===== src/tld_pkg.sv =====
// ----------------------------------------------------------------------------
// tld_pkg
// Types, codes and the output conversion shared by the line discipline.
// ----------------------------------------------------------------------------
package tld_pkg;

  localparam logic [1:0] OP_RX = 2'd0;
  localparam logic [1:0] OP_TX = 2'd1;
  localparam logic [1:0] OP_RD = 2'd2;

  localparam logic [2:0] ST_OK      = 3'd0;
  localparam logic [2:0] ST_NOERASE = 3'd1;
  localparam logic [2:0] ST_FULL    = 3'd2;
  localparam logic [2:0] ST_NOREAD  = 3'd3;
  localparam logic [2:0] ST_IGNORED = 3'd4;

  localparam logic [2:0] REG_IMODE  = 3'd0;
  localparam logic [2:0] REG_OMODE  = 3'd1;
  localparam logic [2:0] REG_LMODE  = 3'd2;
  localparam logic [2:0] REG_ERASE  = 3'd3;
  localparam logic [2:0] REG_KILL   = 3'd4;
  localparam logic [2:0] REG_LEND   = 3'd5;
  localparam logic [2:0] REG_START  = 3'd6;
  localparam logic [2:0] REG_STOP   = 3'd7;

  localparam logic [7:0] CH_BS    = 8'h08;
  localparam logic [7:0] CH_NL    = 8'h0a;
  localparam logic [7:0] CH_CR    = 8'h0d;
  localparam logic [7:0] CH_SPACE = 8'h20;
  localparam logic [7:0] CASE_OFS = 8'd32;

  localparam logic [7:0] RST_ERASE = 8'd8;
  localparam logic [7:0] RST_KILL  = 8'd11;
  localparam logic [7:0] RST_START = 8'd17;
  localparam logic [7:0] RST_STOP  = 8'd19;

  typedef struct packed {
    logic [6:0]  imode;
    logic [3:0]  omode;
    logic [4:0]  lmode;
    logic [7:0]  erase_char;
    logic [7:0]  kill_char;
    logic [15:0] line_end;
    logic [7:0]  start_char;
    logic [7:0]  stop_char;
  } cfg_t;

  typedef struct packed {
    logic [1:0] cnt;
    logic [7:0] b0;
    logic [7:0] b1;
    logic [7:0] b2;
  } tx_t;

  typedef struct packed {
    tx_t        tx;
    logic       read_valid;
    logic [7:0] read_byte;
    logic       read_line_end;
    logic       stopped;
    logic [2:0] status;
    logic       last;
  } res_t;

  function automatic tx_t out_conv(input logic [7:0] c, input logic [3:0] om);
    tx_t        t;
    logic [7:0] u;
    t = '0;
    u = c;
    if (!om[0]) begin
      t.cnt = 2'd1;
      t.b0  = c;
    end else begin
      if (om[1] && c >= "a" && c <= "z") u = c - CASE_OFS;
      if (om[2] && u == CH_NL) begin
        t.cnt = 2'd2;
        t.b0  = CH_CR;
        t.b1  = CH_NL;
      end else begin
        t.cnt = 2'd1;
        t.b0  = (om[3] && u == CH_CR) ? CH_NL : u;
      end
    end
    return t;
  endfunction

endpackage


===== src/terminal_line_discipline_unit.sv =====
// ----------------------------------------------------------------------------
// terminal_line_discipline_unit
// Terminal line discipline with input ring, echo and output conversion.
// ----------------------------------------------------------------------------
// Usage: items enter on s_axis (tuser = op, tdata = ch); each item yields one
// or more result beats on m_axis, the final one marked by tlast. Registers
// are to be written over the APB port only while no item is in flight; the
// block itself does not enforce this. One item at a time: a new item can be
// taken in the cycle after the final beat of the previous one has been loaded
// into the output register. A kill walks the ring back one removed character
// at a time through the states S_KL_DEC and S_KL_CHK; a canonical read scans
// the ring one entry per cycle through the single memory read port.
// Reset clears head, tail, stopped flag and registers; the ring contents are
// not cleared and need no clearing pass.
// When the receiver stalls, the sequencer holds in place with at most one
// beat in the output register and one queued behind it.
// ----------------------------------------------------------------------------
module terminal_line_discipline_unit #(
  parameter int RING_DEPTH = 64
) (
  input  logic        clk,
  input  logic        rst,
  input  logic        s_axis_tvalid,
  output logic        s_axis_tready,
  input  logic [7:0]  s_axis_tdata,   // ch
  input  logic [1:0]  s_axis_tuser,   // op
  output logic        m_axis_tvalid,
  input  logic        m_axis_tready,
  // tx_count, tx_first, tx_second, tx_third, read_valid, read_byte,
  // read_line_end, output_stopped, zero fill
  output logic [39:0] m_axis_tdata,
  output logic [2:0]  m_axis_tuser,   // status
  output logic        m_axis_tlast,
  input  logic        psel,
  input  logic        penable,
  input  logic        pwrite,
  input  logic [4:0]  paddr,
  input  logic [31:0] pwdata,
  output logic [31:0] prdata,
  output logic        pready
);

  localparam int AW = $clog2(RING_DEPTH);

  tld_pkg::cfg_t cfg;
  tld_pkg::res_t res;
  logic          mem_we;
  logic [AW-1:0] mem_waddr, mem_raddr;
  logic [7:0]    mem_wdata, mem_rdata;
  logic [2:0]    reg_idx;

  assign pready  = 1'b1;
  assign reg_idx = paddr[4:2];

  always_ff @(posedge clk) begin
    if (rst) begin
      cfg.imode      <= '0;
      cfg.omode      <= '0;
      cfg.lmode      <= '0;
      cfg.erase_char <= tld_pkg::RST_ERASE;
      cfg.kill_char  <= tld_pkg::RST_KILL;
      cfg.line_end   <= '0;
      cfg.start_char <= tld_pkg::RST_START;
      cfg.stop_char  <= tld_pkg::RST_STOP;
    end else if (psel && penable && pwrite && pready) begin
      unique case (reg_idx)
        tld_pkg::REG_IMODE: cfg.imode      <= pwdata[6:0];
        tld_pkg::REG_OMODE: cfg.omode      <= pwdata[3:0];
        tld_pkg::REG_LMODE: cfg.lmode      <= pwdata[4:0];
        tld_pkg::REG_ERASE: cfg.erase_char <= pwdata[7:0];
        tld_pkg::REG_KILL:  cfg.kill_char  <= pwdata[7:0];
        tld_pkg::REG_LEND:  cfg.line_end   <= pwdata[15:0];
        tld_pkg::REG_START: cfg.start_char <= pwdata[7:0];
        tld_pkg::REG_STOP:  cfg.stop_char  <= pwdata[7:0];
        default: ;
      endcase
    end
  end

  always_comb begin
    unique case (reg_idx)
      tld_pkg::REG_IMODE: prdata = {25'd0, cfg.imode};
      tld_pkg::REG_OMODE: prdata = {28'd0, cfg.omode};
      tld_pkg::REG_LMODE: prdata = {27'd0, cfg.lmode};
      tld_pkg::REG_ERASE: prdata = {24'd0, cfg.erase_char};
      tld_pkg::REG_KILL:  prdata = {24'd0, cfg.kill_char};
      tld_pkg::REG_LEND:  prdata = {16'd0, cfg.line_end};
      tld_pkg::REG_START: prdata = {24'd0, cfg.start_char};
      tld_pkg::REG_STOP:  prdata = {24'd0, cfg.stop_char};
      default:            prdata = '0;
    endcase
  end

  tld_ring #(.RING_DEPTH(RING_DEPTH)) u_ring (
    .clk   (clk),
    .we    (mem_we),
    .waddr (mem_waddr),
    .wdata (mem_wdata),
    .raddr (mem_raddr),
    .rdata (mem_rdata)
  );

  tld_ctrl #(.RING_DEPTH(RING_DEPTH)) u_ctrl (
    .clk       (clk),
    .rst       (rst),
    .cfg       (cfg),
    .s_valid   (s_axis_tvalid),
    .s_ready   (s_axis_tready),
    .s_op      (s_axis_tuser),
    .s_ch      (s_axis_tdata),
    .m_valid   (m_axis_tvalid),
    .m_ready   (m_axis_tready),
    .m_res     (res),
    .mem_we    (mem_we),
    .mem_waddr (mem_waddr),
    .mem_wdata (mem_wdata),
    .mem_raddr (mem_raddr),
    .mem_rdata (mem_rdata)
  );

  assign m_axis_tdata = {3'd0, res.stopped, res.read_line_end, res.read_byte,
                         res.read_valid, res.tx.b2, res.tx.b1, res.tx.b0, res.tx.cnt};
  assign m_axis_tuser = res.status;
  assign m_axis_tlast = res.last;

  a_one_item: assert property (@(posedge clk) disable iff (rst)
    s_axis_tvalid && s_axis_tready |=> !s_axis_tready)
    else $error("second item taken while busy");

  a_read_single: assert property (@(posedge clk) disable iff (rst)
    m_axis_tvalid && m_axis_tdata[26] |-> m_axis_tlast && m_axis_tdata[1:0] == 2'd0)
    else $error("read beat with transmit bytes");

  a_status_code: assert property (@(posedge clk) disable iff (rst)
    m_axis_tvalid |-> m_axis_tuser <= tld_pkg::ST_IGNORED)
    else $error("bad status code");

endmodule


===== src/tld_ring.sv =====
// ----------------------------------------------------------------------------
// tld_ring
// Input character ring: one write port, one registered read port.
// ----------------------------------------------------------------------------
module tld_ring #(
  parameter int RING_DEPTH = 64
) (
  input  logic                          clk,
  input  logic                          we,
  input  logic [$clog2(RING_DEPTH)-1:0] waddr,
  input  logic [7:0]                    wdata,
  input  logic [$clog2(RING_DEPTH)-1:0] raddr,
  output logic [7:0]                    rdata
);

  logic [7:0] mem [RING_DEPTH];

  always_ff @(posedge clk) begin
    if (we) mem[waddr] <= wdata;
    rdata <= mem[raddr];
  end

endmodule


===== src/tld_ctrl.sv =====
// ----------------------------------------------------------------------------
// tld_ctrl
// Sequencer: input mapping, erase/kill walk, line search, echo and results.
// ----------------------------------------------------------------------------
module tld_ctrl #(
  parameter int RING_DEPTH = 64
) (
  input  logic                          clk,
  input  logic                          rst,
  input  tld_pkg::cfg_t                 cfg,
  input  logic                          s_valid,
  output logic                          s_ready,
  input  logic [1:0]                    s_op,
  input  logic [7:0]                    s_ch,
  output logic                          m_valid,
  input  logic                          m_ready,
  output tld_pkg::res_t                 m_res,
  output logic                          mem_we,
  output logic [$clog2(RING_DEPTH)-1:0] mem_waddr,
  output logic [7:0]                    mem_wdata,
  output logic [$clog2(RING_DEPTH)-1:0] mem_raddr,
  input  logic [7:0]                    mem_rdata
);

  localparam int AW = $clog2(RING_DEPTH);
  localparam logic [AW-1:0] LAST_IDX = AW'(RING_DEPTH - 1);

  localparam logic [3:0] S_IDLE   = 4'd0;
  localparam logic [3:0] S_DEC    = 4'd1;
  localparam logic [3:0] S_ECHO   = 4'd2;
  localparam logic [3:0] S_STORE  = 4'd3;
  localparam logic [3:0] S_ER_CHK = 4'd4;
  localparam logic [3:0] S_KL_DEC = 4'd5;
  localparam logic [3:0] S_KL_CHK = 4'd6;
  localparam logic [3:0] S_KL_END = 4'd7;
  localparam logic [3:0] S_RD_T   = 4'd8;
  localparam logic [3:0] S_SC     = 4'd9;
  localparam logic [3:0] S_POP    = 4'd10;
  localparam logic [3:0] S_FIN    = 4'd11;

  function automatic logic [AW-1:0] nxt(input logic [AW-1:0] i);
    return (i == LAST_IDX) ? '0 : i + 1'b1;
  endfunction

  function automatic logic [AW-1:0] prv(input logic [AW-1:0] i);
    return (i == '0) ? LAST_IDX : i - 1'b1;
  endfunction

  function automatic logic is_term(input logic [7:0] b, input logic [15:0] le);
    return b == le[7:0] || b == le[15:8] || b == tld_pkg::CH_NL;
  endfunction

  logic [3:0]    state;
  logic [1:0]    op;
  logic [7:0]    c;
  logic          ign;
  logic          is_kill;
  logic          full;
  logic [2:0]    status;
  logic          stopped;
  logic [AW-1:0] head;
  logic [AW-1:0] tail;
  logic [AW-1:0] scan_i;
  logic [7:0]    tbyte;
  logic          rd_valid;
  logic [7:0]    rd_byte;
  logic          rd_end;
  logic          hv;
  tld_pkg::tx_t  hold;

  logic [7:0]    s1, s2, mc;
  logic          out_free, emit_req, emit_ok, adv, load;
  tld_pkg::tx_t  emit_tx;

  // receive mapping
  always_comb begin
    s1 = cfg.imode[0] ? {1'b0, s_ch[6:0]} : s_ch;
    if (cfg.imode[2] && s1 == tld_pkg::CH_NL)      s2 = tld_pkg::CH_CR;
    else if (cfg.imode[3] && s1 == tld_pkg::CH_CR) s2 = tld_pkg::CH_NL;
    else                                           s2 = s1;
    mc = (cfg.imode[4] && s2 >= "A" && s2 <= "Z") ? s2 + tld_pkg::CASE_OFS : s2;
  end

  always_comb begin
    emit_req = 1'b0;
    emit_tx  = '0;
    unique case (state)
      S_ECHO: begin
        emit_req = 1'b1;
        emit_tx  = tld_pkg::out_conv(c, cfg.omode);
      end
      S_KL_DEC: begin
        emit_req = cfg.lmode[2] && cfg.lmode[1];
        emit_tx  = '{cnt: 2'd3, b0: tld_pkg::CH_BS, b1: tld_pkg::CH_SPACE,
                     b2: tld_pkg::CH_BS};
      end
      S_KL_END: begin
        emit_req = cfg.lmode[3];
        emit_tx  = tld_pkg::out_conv(tld_pkg::CH_NL, cfg.omode);
      end
      default: ;
    endcase
  end

  always_comb begin
    unique case (state)
      S_DEC:    mem_raddr = (op == tld_pkg::OP_RD) ? tail : prv(head);
      S_KL_DEC: mem_raddr = prv(prv(head));
      S_RD_T:   mem_raddr = nxt(tail);
      S_SC:     mem_raddr = nxt(scan_i);
      default:  mem_raddr = tail;
    endcase
  end

  assign out_free  = !m_valid || m_ready;
  assign emit_ok   = !hv || out_free;
  assign adv       = !emit_req || emit_ok;
  assign load      = (emit_req && emit_ok && hv) || (state == S_FIN && out_free);
  assign s_ready   = (state == S_IDLE);
  assign mem_we    = (state == S_STORE) && !full;
  assign mem_waddr = head;
  assign mem_wdata = c;

  always_ff @(posedge clk) begin
    if (rst) begin
      state   <= S_IDLE;
      head    <= '0;
      tail    <= '0;
      stopped <= 1'b0;
      hv      <= 1'b0;
      m_valid <= 1'b0;
    end else begin
      if (load) begin
        m_valid             <= 1'b1;
        m_res.tx            <= (state == S_FIN && !hv) ? '0 : hold;
        m_res.read_valid    <= rd_valid;
        m_res.read_byte     <= rd_byte;
        m_res.read_line_end <= rd_end;
        m_res.stopped       <= stopped;
        m_res.status        <= status;
        m_res.last          <= (state == S_FIN);
      end else if (m_ready) begin
        m_valid <= 1'b0;
      end
      if (emit_req && emit_ok) begin
        hold <= emit_tx;
        hv   <= 1'b1;
      end

      unique case (state)
        S_IDLE: begin
          if (s_valid) begin
            op       <= s_op;
            c        <= (s_op == tld_pkg::OP_RX) ? mc : s_ch;
            ign      <= cfg.imode[1] && s1 == tld_pkg::CH_CR;
            status   <= tld_pkg::ST_OK;
            rd_valid <= 1'b0;
            rd_byte  <= '0;
            rd_end   <= 1'b0;
            state    <= S_DEC;
          end
        end
        S_DEC: begin
          full <= (nxt(head) == tail);
          unique case (op)
            tld_pkg::OP_RX: begin
              if (ign) begin
                status <= tld_pkg::ST_IGNORED;
                state  <= S_FIN;
              end else if (cfg.lmode[0] && (c == cfg.erase_char || c == cfg.kill_char)) begin
                is_kill <= (c == cfg.kill_char);
                if (head == tail) begin
                  status <= tld_pkg::ST_NOERASE;
                  state  <= S_FIN;
                end else begin
                  state <= S_ER_CHK;
                end
              end else if (cfg.imode[6] && (c == cfg.stop_char || c == cfg.start_char)) begin
                stopped <= (c == cfg.stop_char) && (c != cfg.start_char);
                state   <= S_FIN;
              end else begin
                if (cfg.imode[5]) stopped <= 1'b0;
                status <= (nxt(head) == tail) ? tld_pkg::ST_FULL : tld_pkg::ST_OK;
                state  <= (cfg.lmode[1] || (cfg.lmode[4] && c == tld_pkg::CH_NL)) ?
                          S_ECHO : S_STORE;
              end
            end
            tld_pkg::OP_TX: state <= S_ECHO;
            tld_pkg::OP_RD: begin
              if (head == tail) begin
                status <= tld_pkg::ST_NOREAD;
                state  <= S_FIN;
              end else begin
                state <= S_RD_T;
              end
            end
            default: begin
              status <= tld_pkg::ST_IGNORED;
              state  <= S_FIN;
            end
          endcase
        end
        S_ECHO: begin
          if (adv) state <= (op == tld_pkg::OP_TX) ? S_FIN : S_STORE;
        end
        S_STORE: begin
          if (!full) head <= nxt(head);
          state <= S_FIN;
        end
        S_ER_CHK: begin
          if (is_term(mem_rdata, cfg.line_end)) begin
            status <= tld_pkg::ST_NOERASE;
            state  <= S_FIN;
          end else begin
            state <= S_KL_DEC;
          end
        end
        S_KL_DEC: begin
          if (adv) begin
            head <= prv(head);
            if (!is_kill)               state <= S_FIN;
            else if (prv(head) == tail) state <= S_KL_END;
            else                        state <= S_KL_CHK;
          end
        end
        S_KL_CHK: begin
          state <= is_term(mem_rdata, cfg.line_end) ? S_KL_END : S_KL_DEC;
        end
        S_KL_END: begin
          if (adv) state <= S_FIN;
        end
        S_RD_T: begin
          tbyte  <= mem_rdata;
          scan_i <= nxt(tail);
          if (!cfg.lmode[0] || is_term(mem_rdata, cfg.line_end)) begin
            state <= S_POP;
          end else if (nxt(tail) == head) begin
            status <= tld_pkg::ST_NOREAD;
            state  <= S_FIN;
          end else begin
            state <= S_SC;
          end
        end
        S_SC: begin
          if (is_term(mem_rdata, cfg.line_end)) begin
            state <= S_POP;
          end else if (nxt(scan_i) == head) begin
            status <= tld_pkg::ST_NOREAD;
            state  <= S_FIN;
          end else begin
            scan_i <= nxt(scan_i);
          end
        end
        S_POP: begin
          rd_valid <= 1'b1;
          rd_byte  <= tbyte;
          rd_end   <= is_term(tbyte, cfg.line_end);
          tail     <= nxt(tail);
          state    <= S_FIN;
        end
        S_FIN: begin
          if (out_free) begin
            hv    <= 1'b0;
            state <= S_IDLE;
          end
        end
        default: state <= S_IDLE;
      endcase
    end
  end

endmodule

===== config.mk =====
export PLATFORM = sky130hd
export DESIGN_NAME = terminal_line_discipline_unit
export DESIGN_NICKNAME = d
export VERILOG_FILES = /design/src/tld_pkg.sv /design/src/terminal_line_discipline_unit.sv /design/src/tld_ring.sv /design/src/tld_ctrl.sv
export SDC_FILE = /design/constraint.sdc
export NUM_CORES = 1
export LEC_CHECK = 0
export BUFFER_PORTS_ARGS = -buffer_cell sky130_fd_sc_hd__buf_2
export CORE_MARGIN = 2
export CORE_UTILIZATION = 54
export CTS_BUF_LIST = sky130_fd_sc_hd__clkbuf_8
export DETAILED_ROUTE_END_ITERATION = 6
export PLACE_DENSITY = 0.7
export SLEW_MARGIN = 0
export SYNTH_ARGS = -nofsm -noshare
export SYNTH_HDL_FRONTEND = slang
export SYNTH_SLANG_ARGS = --single-unit

===== constraint.sdc =====
create_clock -name clk -period 3.7 [get_ports clk]
set_input_delay 0.185 -clock clk [delete_from_list [all_inputs] [get_ports clk]]
set_output_delay 0.185 -clock clk [all_outputs]
set_load 0.03 [all_outputs]

Word level (Yosys, flattened, before mapping) --
Memories as Yosys holds them, arrays and structs flattened. A register that Yosys moved wholly into a read port is not among the register bits. Index checks and enable logic that the tools add are counted.
Word-level totals: bits in registers 190, latch bits 0, RAM bits 512, memory bits (read-only) 0, logic and storage cells 269, memories 1
Memory list:
- u_ring.mem | words 64, bits a word 8, read ports 1, clocked after Yosys merged registers in 1, wr ports 1, line tld_ring.sv:16 | logic [7:0] mem [RING_DEPTH];
Cells by class: add/subtract/negate cells 7, $mul 0, divide/modulo/power cells 0, $lt $le $gt $ge 4, equality and inequality tests 61, shift-type cells 0, multiplexer cells 83, bitwise logic cells 3, reduce and logical (&&, ||, !) cells 71
Operator list (number):
- $pmux 32 s8 | 1
- $mux 8 | 12
- $pmux 26 s3 | 1
- $mux 4 | 17
- $eq 8x8->1 | 8
- $mux 6 | 10
- $eq 8x4->1 const B | 7
- $pmux 4 s11 | 1
- $mux 10 | 4
- $mux 3 | 11
- $eq 6x6->1 | 5
- $pmux 6 s2 | 2
- $pmux 6 s4 | 1
- $reduce_and 2->1 | 12
- $logic_and 1x1->1 | 21
- $add 6x1->6 const B | 3
- $eq 6x6->1 const B | 3
- $eq 4x3->1 const B | 4
- $eq 4x4->1 const B | 4
- $ge 8x7->1 const B | 2
- $le 8x7->1 const B | 2
- $pmux 8 s2 | 1
- $pmux 3 s5 | 1
- $ne 2x1->1 const B | 7
- 37 further kinds | 89

Logic depth before layout (Yosys ltp) --
Gate-level depths: netlist of run 1.
word-level depth 12, depth in mapped cells 14

By module --
A second synthesis of run 1 with hierarchy kept.
Second synthesis, totals: cells, all modules 2052, area total of the unflattened synthesis 29787.3 µm²
Modules (own cells, without submodules):
- tld_ring | times used 1, cells an instance 972, area each 20190.6 µm²
- tld_ctrl | times used 1, cells an instance 704, area each 6526.3 µm²
- terminal_line_discipline_unit | times used 1, cells an instance 376, area each 3070.4 µm²

Worst setup path after synthesis of run 1 --
OpenSTA, ideal clock, no wires.
kind reg-to-reg, from register u_ctrl.state[0], to register u_ctrl.m_res[0] (netlist bit) (enable), setup time 0.453 ns, arrival time 3.525 ns, required time 3.247 ns, slack -0.278 ns, cell stages (with the launch flop) 8, clock period less this slack 3.978 ns, cell sequence dfxtp_1 > clkbuf_1 > buf_1 > nand2_1 > a21o_1 > a21oi_1 > nand2_1 > a211oi_1
On the way: longest elaborated chain between the ends 6, elaborated cells between the ends (all ways) 10
RTL lines:
- start: declaration | line tld_ctrl.sv:53 | logic [3:0] state;
- start signal: assignment | line tld_ctrl.sv:184 | state <= (cfg.lmode[1] || (cfg.lmode[4] && c == tld_pkg::CH_NL)) ?
- start signal: assignment | line tld_ctrl.sv:204 | if (adv) state <= (op == tld_pkg::OP_TX) ? S_FIN : S_STORE;
- start signal: assignment | line tld_ctrl.sv:227 | state <= is_term(mem_rdata, cfg.line_end) ? S_KL_END : S_KL_DEC;
- $eq 4x3->1 or $eq 4x2->1 (tied branches) | line tld_ctrl.sv:87 | unique case (state)
- $pmux 1 s3 | line tld_ctrl.sv:87
- $logic_and 1x1->1 (2 in series) | line tld_ctrl.sv:118 | assign load = (emit_req && emit_ok && hv) || (state == S_FIN && out_free);
- $logic_or 1x1->1 (*) | line tld_ctrl.sv:118
- $reduce_and 2->1 (no line) (*)
- end: declaration | line tld_ctrl.sv:17 | output tld_pkg::res_t m_res,
Mark *: on every way between the ends. The rest lies on a longest branch, timed or not. A chain may end at the register's enable or synchronous reset.

Worst setup path in the final report of run 1 --
from register u_ctrl.head[0] (netlist: u_ctrl.mem_waddr[0]), to register u_ring.rdata[3] (read register of u_ring.mem)
On the way: longest elaborated chain between the ends 5, elaborated cells between the ends (all ways) 8
RTL lines:
- start: declaration | line tld_ctrl.sv:61 | logic [AW-1:0] head;
- start signal: assignment | line tld_ctrl.sv:207 | if (!full) head <= nxt(head);
- start signal: assignment | line tld_ctrl.sv:220 | head <= prv(head);
- $sub 6x1->6 or $logic_not 6->1 (tied branches) | line tld_ctrl.sv:46 | return (i == '0) ? LAST_IDX : i - 1'b1;
- $mux 6 (*) | line tld_ctrl.sv:46
- $sub 6x1->6 or $logic_not 6->1 (tied branches) | line tld_ctrl.sv:46
- $mux 6 | line tld_ctrl.sv:46
- $pmux 6 s4 (*) | line tld_ctrl.sv:106 | unique case (state)
- end: declaration | line tld_ring.sv:13 | output logic [7:0] rdata
Marked as above.

==> results of run 1 <==
area by class of cell:
class / count / area share, %
tap: 765 / 2.631
multi-input combinational: 1477 / 28.86
inverter: 217 / 2.239
clock buffer: 115 / 4.351
sequential: 682 / 53.79
clock inverter: 86 / 1.307
timing repair buffer: 299 / 6.816
worst paths after layout:
kind / startpoint / end / slack, ps / cells after the start
max reg2reg: u_ctrl.mem_waddr[0] / u_ring.rdata[3] / 70 / 11
min: penable / cfg[20] / 140 / 6
max: u_ctrl.mem_waddr[0] / u_ring.rdata[3] / 70 / 11
min reg2reg: u_ctrl.rd_byte[3] / u_ctrl.m_res[9] / 410 / 0
layout by cell type (no fill, tap or decap), drive strengths merged, types with 29 or more instances in the layout:
cell type,count
mux2,70
buf,263
nor2b,29
clkinv,41
a21oi,64
nand4,146
edfxtp,591
nor2,175
xnor2,73
dfxtp,91
clkbuf,118
nand2,85
o21ai,43
a41oi,32
o2111ai,67
o211ai,325
inv,258
conb,32
dlygate4sd3,32
xor2,33
mux2i,45
nand3,29
power groups by stage:
stage / clock network (W) / registers [W] / logic (W)
after floorplan: 0 / 0.00915 / 0.00482
after global placement: 0 / 0.00916 / 0.00744
after detailed placement: 0 / 0.00917 / 0.00757
after CTS: 0.00617 / 0.00901 / 0.00780
after global routing: 0.00651 / 0.00904 / 0.00887
final: 0.00608 / 0.00902 / 0.00842
layer usage:
metal  vias up  share of wire, %
met5         -                 0
met4         0               4.0
met3       215               8.7
met2      1226                47
met1     11261                41
li1      10254                 -
registers in the layout (all words and copies together), names as in the netlist, 8 cells and up:
signal            cells
u_ctrl.m_res         27
u_ctrl.mem_wdata      8
u_ring.mem          512
u_ring.rdata          8
u_ctrl.rd_byte        8
cfg                  64
u_ctrl.hold          12
u_ctrl.tbyte          8
timing repair:
| item | CTS | global route |
|---|---|---|
| hold endpoints to repair | 93 | 0 |
| cloned | 1 | 4 |
| hold buffers | 32 | 0 |
| pin swaps | 0 | 4 |
| setup buffers | 2 | 6 |
| setup endpoints to repair | 8 | 8 |
| resized for setup | 10 | 32 |
cells in the mapped netlist, types with 14 or more instances:
cell	count	share of area (%)
and3_1	18	0.36
mux2i_1	45	1.4
nand4_1	146	2.9
buf_4	34	0.81
nand2_1	85	1.0
nor2b_1	29	0.57
a41oi_1	32	0.89
or4_1	14	0.33
o211ai_1	325	7.7
mux2_1	14	0.50
nand3_1	29	0.46
mux2_2	48	1.7
a21oi_1	64	1.0
inv_1	217	2.6
edfxtp_1	591	56
o2111ai_1	67	1.9
buf_1	21	0.25
clkbuf_1	183	2.2
o21ai_0	40	0.63
nor3_1	21	0.33
xnor2_1	73	2.0
nor2_1	175	2.1
buf_2	20	0.32
xor2_1	33	0.91
dfxtp_1	91	5.8
worst reg2reg max path: stages, from the launching register on:
cell,delay (ps)
dfxtp_1,320
inv_2,90
ha_1,190
or4b_4,500
o21ai_4,190
mux2i_4,250
and3_4,320
buf_12,160
mux2_4,300
o2111ai_1,320
a41oi_2,280
or4_1,550
metrics by stage:
stage,setup WS [ps],power [W]
global route,-31.80,0.02441
finish,68.16,0.02353
detailed placement,-58.23,0.01674
global placement,-17.91,0.01660
CTS,15.86,0.02298
floorplan,117.9,0.01397
cells by family after synthesis:
kind of cell,after synthesis,synth area share (%)
AO/OA/AOI/OAI,619,14.48
XOR/XNOR,106,2.936
adder cells (fa/ha/maj),9,0.3561
buffers and inverters,479,6.264
flip-flops,682,61.88
multiplexers,119,4.297
other,2,0.02375
AND/OR/NAND/NOR,592,9.761
==> qor.csv, run 1 <==
stage,metric,value,unit
run_status,outcome,"finished, final reports clean",
grt,vias in the first global route,22184,
finish,utilization after layout,62.94,%
finish,share of cells above drive strength 1,18.22,%
routing,DR pass1 iterations,6,
critical_path,WP data arrival,4210,ps
die,Die X,246.0,um
finish,sequential standard cell area,19570,um^2
die,Die Span Y,246.0,um
die,die area,60510,um^2
routing,vias,22956,
critical_path,critical path's slowest cell,or4_1,
clocking,clock buffer depth,3,
timing,max-slew violations,0,
critical_path,Max stage delay on crit path,550,ps
routing,DRT iter0 DRCs,2284,
synthesis,post-synthesis average cell area,12.12,um^2
power_and_ir_drop,maximum vdd drop,0.5126,mV
timing,WHS,142.8,ps
timing,Tmin final,3632,ps
clocking,CTS tree,built,
clocking,H-tree depth,3,
timing,final setup fails,0,
grt,GR Util met1,38.42,%
grt,initial antenna violation count,0,
synthesis,Yosys warning count,0,
power_and_ir_drop,Switching Fraction,36.54,%
die,Core Box Area,57810,um^2
power_and_ir_drop,cell internal pwr,0.01493,W
clocking,clk_lat worst skew,740,ps
critical_path,crit-path leading delay family,simple AND/OR/NAND/NOR gates,
routing,Antenna Nets Post-Route,0,
synthesis,post-synthesis sequential area ratio,61.88,%
finish,Multi-input gate area,10500,um^2
routing,DRC,0,
routing,DR WL/cell,23.82,um
power_and_ir_drop,leakage power,12.89,nW
placement,GP Congestion,0.9564,
placement,Post-DP Area,33530,um^2
critical_path,Worst Path Buf+Inv,2,
die,io pins,133,
clocking,CTS Sinks,682,
critical_path,Worst Setup Start Kind,flip-flop,
synthesis,ys flop type,edfxtp_1,
grt,gr usage total,28.16,%
grt,largest net degree at the start of global routing,129,
clocking,Clock Pin Slew Worst Setup and Hold Paths,60,ps
grt,GRT Residual Overflow,0,
timing,fmax,275.3,MHz
placement,dpl hpwl,52580,um
synthesis,Post-synth EDFFs,591,
critical_path,crit end category,flip-flop,
grt,met3 Usage GRT,4.946,%
clocking,root buf cell,clkbuf_8,
synthesis,ys async rst share,0,%
placement,placed insts,3395,
die,Placement Rows,88,
synthesis,synthesized cell area,31620,um^2
power_and_ir_drop,sequential power share,38.3,%
hold_path,Worst Hold Class,primary input to flip-flop,
finish,area grow syn2layout,15.05,%
timing,measured slew at the worst slew-check pin,954.1,ps
synthesis,Yosys reg bits,682,
critical_path,WP data required,4280,ps
critical_path,worst path cell trace,"inv_2, ha_1, or4b_4, o21ai_4, mux2i_4, and3_4, buf_12, mux2_4, o2111ai_1, a41oi_2, or4_1",
power_and_ir_drop,Comb pwr share,35.8,%
grt,met2 usage,44.70,%
critical_path,CP max FO,8,
power_and_ir_drop,pwr/cell area,646.8,nW/um^2
finish,# diodes,0,
timing,Worst Skew,54.73,ps
power_and_ir_drop,P_sw,0.008598,W
timing,Slew HR,36.40,%
power_and_ir_drop,Clock Power Share,25.9,%
routing,Via density,6.305,
placement,Port Buf Inserts,82,
finish,Final Cell Area,36380,um^2
timing,Tcrit/Tclk final,98.16,%
critical_path,WS Path Type,flip-flop to flip-flop,
grt,first-pass GRT wire length,130800,um
finish,Final Net Count,2848,
die,Starting Density,54.70,%
synthesis,Synth cell types,79,
routing,WL final,86740,um
timing,Sum Neg Setup Slack,0,ps
finish,final std cells w/o fill,3641,
clocking,CTS Buf Count,108,
timing,final hold violation count,0,
grt,GRT busiest layer,met2,
synthesis,synthesized instance count,2608,
finish,Fill cells,4376,
job,total of max-cap violations,0,
(Power assumes the default switching activity.)
==> run 2: changes to the inputs <==
Settings changed: CORE_UTILIZATION 54 to 35, PLACE_DENSITY 0.7 to 0.48, REMOVE_ABC_BUFFERS set to 1.
==> qor.csv, run 2 (same netlist as run 1, synthesis figures left out) <==
stage,metric,value,unit
timing,Worst Skew,50.15,ps
routing,DR WL/cell,23.72,um
critical_path,CP max FO,32,
timing,Slew HR,26.09,%
timing,Sum Neg Setup Slack,0,ps
critical_path,WP data required,4330,ps
power_and_ir_drop,pwr/cell area,660.3,nW/um^2
grt,initial antenna violation count,3,
grt,GRT Residual Overflow,0,
grt,gr usage total,20.69,%
finish,Final Net Count,2931,
die,die area,92770,um^2
finish,max reg flops,512,
placement,GP Congestion,0.8967,
power_and_ir_drop,Power Total,0.02492,W
hold_path,hold path cells,6,
critical_path,cells on worst reg2reg path,14,
routing,Via density,5.474,
clocking,clock buffer depth,3,
grt,GRT busiest layer,met2,
finish,share of cells above drive strength 1,21.03,%
timing,final hold violation count,0,
critical_path,Worst Setup Start Kind,flip-flop,
power_and_ir_drop,maximum vdd drop,0.4296,mV
critical_path,RR Endpoint,u_ring.rdata[0],
grt,first-pass GRT wire length,146000,um
die,Starting Density,35.24,%
critical_path,crit end category,flip-flop,
clocking,CTS tree,built,
grt,met2 usage,34.04,%
routing,WL final,98240,um
placement,placed insts,3875,
routing,DRT iter0 DRCs,1995,
timing,final setup fails,0,
hold_path,min-delay src,penable,
routing,DRC,0,
die,Die Span Y,304.6,um
timing,Tmin final,3652,ps
run_status,outcome,"finished, final reports clean",
clocking,root buf cell,clkbuf_8,
grt,met3 Usage GRT,2.628,%
finish,"most common cell after layout, fill and taps aside",edfxtp_1,
critical_path,WS Path Type,flip-flop to flip-flop,
clocking,H-tree depth,3,
routing,Antenna Nets Post-Route,0,
hold_path,Hold Path End,cfg[23],
timing,RSZ-0062 raised after global routing,yes,
timing,max-slew violations,0,
routing,DR pass1 iterations,6,
grt,vias in the first global route,22359,
clocking,CTS Sinks,682,
clocking,Clock Pin Slew Worst Setup and Hold Paths,60,ps
timing,Tcrit/Tclk final,98.70,%
routing,vias,22669,
clocking,CTS Buf Count,115,
finish,Biggest register,u_ring.mem,
placement,Port Buf Inserts,82,
die,io pins,133,
finish,area grow syn2layout,19.35,%
job,total of max-cap violations,0,
finish,final std cells w/o fill,4141,
clocking,clk_lat worst skew,770,ps
die,Die X,304.6,um
finish,Fill cells,8490,
critical_path,WP data arrival,4280,ps
timing,measured slew at the worst slew-check pin,1104,ps
timing,fmax,273.8,MHz
finish,highest-count cells in the layout ignoring fill and taps,"edfxtp_1 (591), o211ai_1 (325), inv_1 (259), buf_4 (236), nor2_1 (174)",
power_and_ir_drop,leakage power,13.37,nW
placement,DP Worst Slack,-194.9,ps
critical_path,Reg-to-Reg Start,u_ctrl.mem_waddr[1],
timing,Final Worst Setup Slack,48.13,ps
die,Placement Rows,110,
grt,largest net degree at the start of global routing,129,
grt,GR Util met1,28.64,%
hold_path,Worst Hold Class,primary input to flip-flop,
die,Core Box Area,89740,um^2
finish,top flop regs,"u_ring.mem x512, cfg x64, u_ctrl.m_res x27",
critical_path,R2R Setup Slk,50,ps
placement,dpl hpwl,61280,um
run 2: cell count changes in the layout (fill, tap and decap cells not counted), moves of 3 or more:
cell / before / now
clkinv_1: 29 / 18
inv_1: 253 / 259
buf_12: 16 / 13
dlygate4sd3_1: 32 / 36
clkinvlp_4: 1 / 4
clkinv_2: 10 / 15
o2111ai_2: 9 / 13
buf_4: 157 / 236
o2111ai_1: 57 / 53
bufinv_16: 3 / 9
run 2: area by class of cell:
type                            instances  area (um^2)  area share, %
Antenna cell                            2        5.005        0.01326
Clock buffer                          116         1597          4.230
Clock inverter                         96        694.4          1.840
Inverter                              217        814.5          2.158
Multi-Input combinational cell       1477        10570          28.01
Sequential cell                       682        19570          51.86
Tap cell                             1176         1471          3.899
Timing Repair Buffer                  375         3015          7.990
run 2: how the worst max path moves through the flow:
stage,start,endpoint,cells past startpoint
6_report,u_ctrl.mem_waddr[1],u_ring.rdata[0],14
5_1_grt,u_ctrl.mem_waddr[1],u_ring.rdata[6],13
4_1_cts,u_ctrl.mem_waddr[0],u_ring.rdata[4],13
3_5_place_dp,u_ctrl.mem_waddr[0],u_ring.rdata[1],13
3_3_place_gp,u_ctrl.mem_waddr[0],u_ring.rdata[5],13
2_1_floorplan,u_ctrl.mem_waddr[0],u_ring.rdata[0],10
run 2: power by group:
| group | switching (W) | leakage (nW) | internal, W | total (W) |
|---|---|---|---|---|
| combinational | 0.00573 | 5.98 | 0.00336 | 0.00910 |
| sequential | 0.000255 | 6.07 | 0.00876 | 0.00902 |
| clock | 0.00322 | 1.32 | 0.00358 | 0.00680 |
run 2: what timing repair did:
action | in CTS | in global routing
pin swaps | 4 | 11
hold endpoints to repair | 95 | 0
setup buffers | 4 | 8
hold buffers | 36 | 0
gates cloned | 3 | 1
resized for setup | 17 | 36
setup endpoints to repair | 8 | 8
run 2: worst max-delay path, cell delays in order, from the launching register on:
cell       delay [ps]
dfxtp_1           320
inv_2              90
ha_4              140
or4b_4            480
o21ai_4           210
buf_4             170
xnor2_2           120
o21a_4            310
buf_4             170
clkbuf_16         220
buf_4             190
o2111ai_1         260
a41oi_1           180
buf_4             180
or4_1             470
run 2: layer usage:
metal / wire (um) / vias to the layer above / share of wire [%]
li1: - / 10427 / -
met1: 44520 / 11332 / 45
met2: 46390 / 744 / 47
met3: 4793 / 166 / 4.9
met4: 2543 / 0 / 2.6
met5: 0 / - / 0
run 2: stage by stage:
stage          hold WS [ps]  instance area, um^2  utilization [%]
6_report              96.28                37740            42.06
5_1_grt               106.9                37740            42.06
4_1_cts               33.20                37430            41.71
3_5_place_dp          379.9                34560            38.51
3_3_place_gp          379.9                34560            38.51
2_1_floorplan         254.1                30570                -
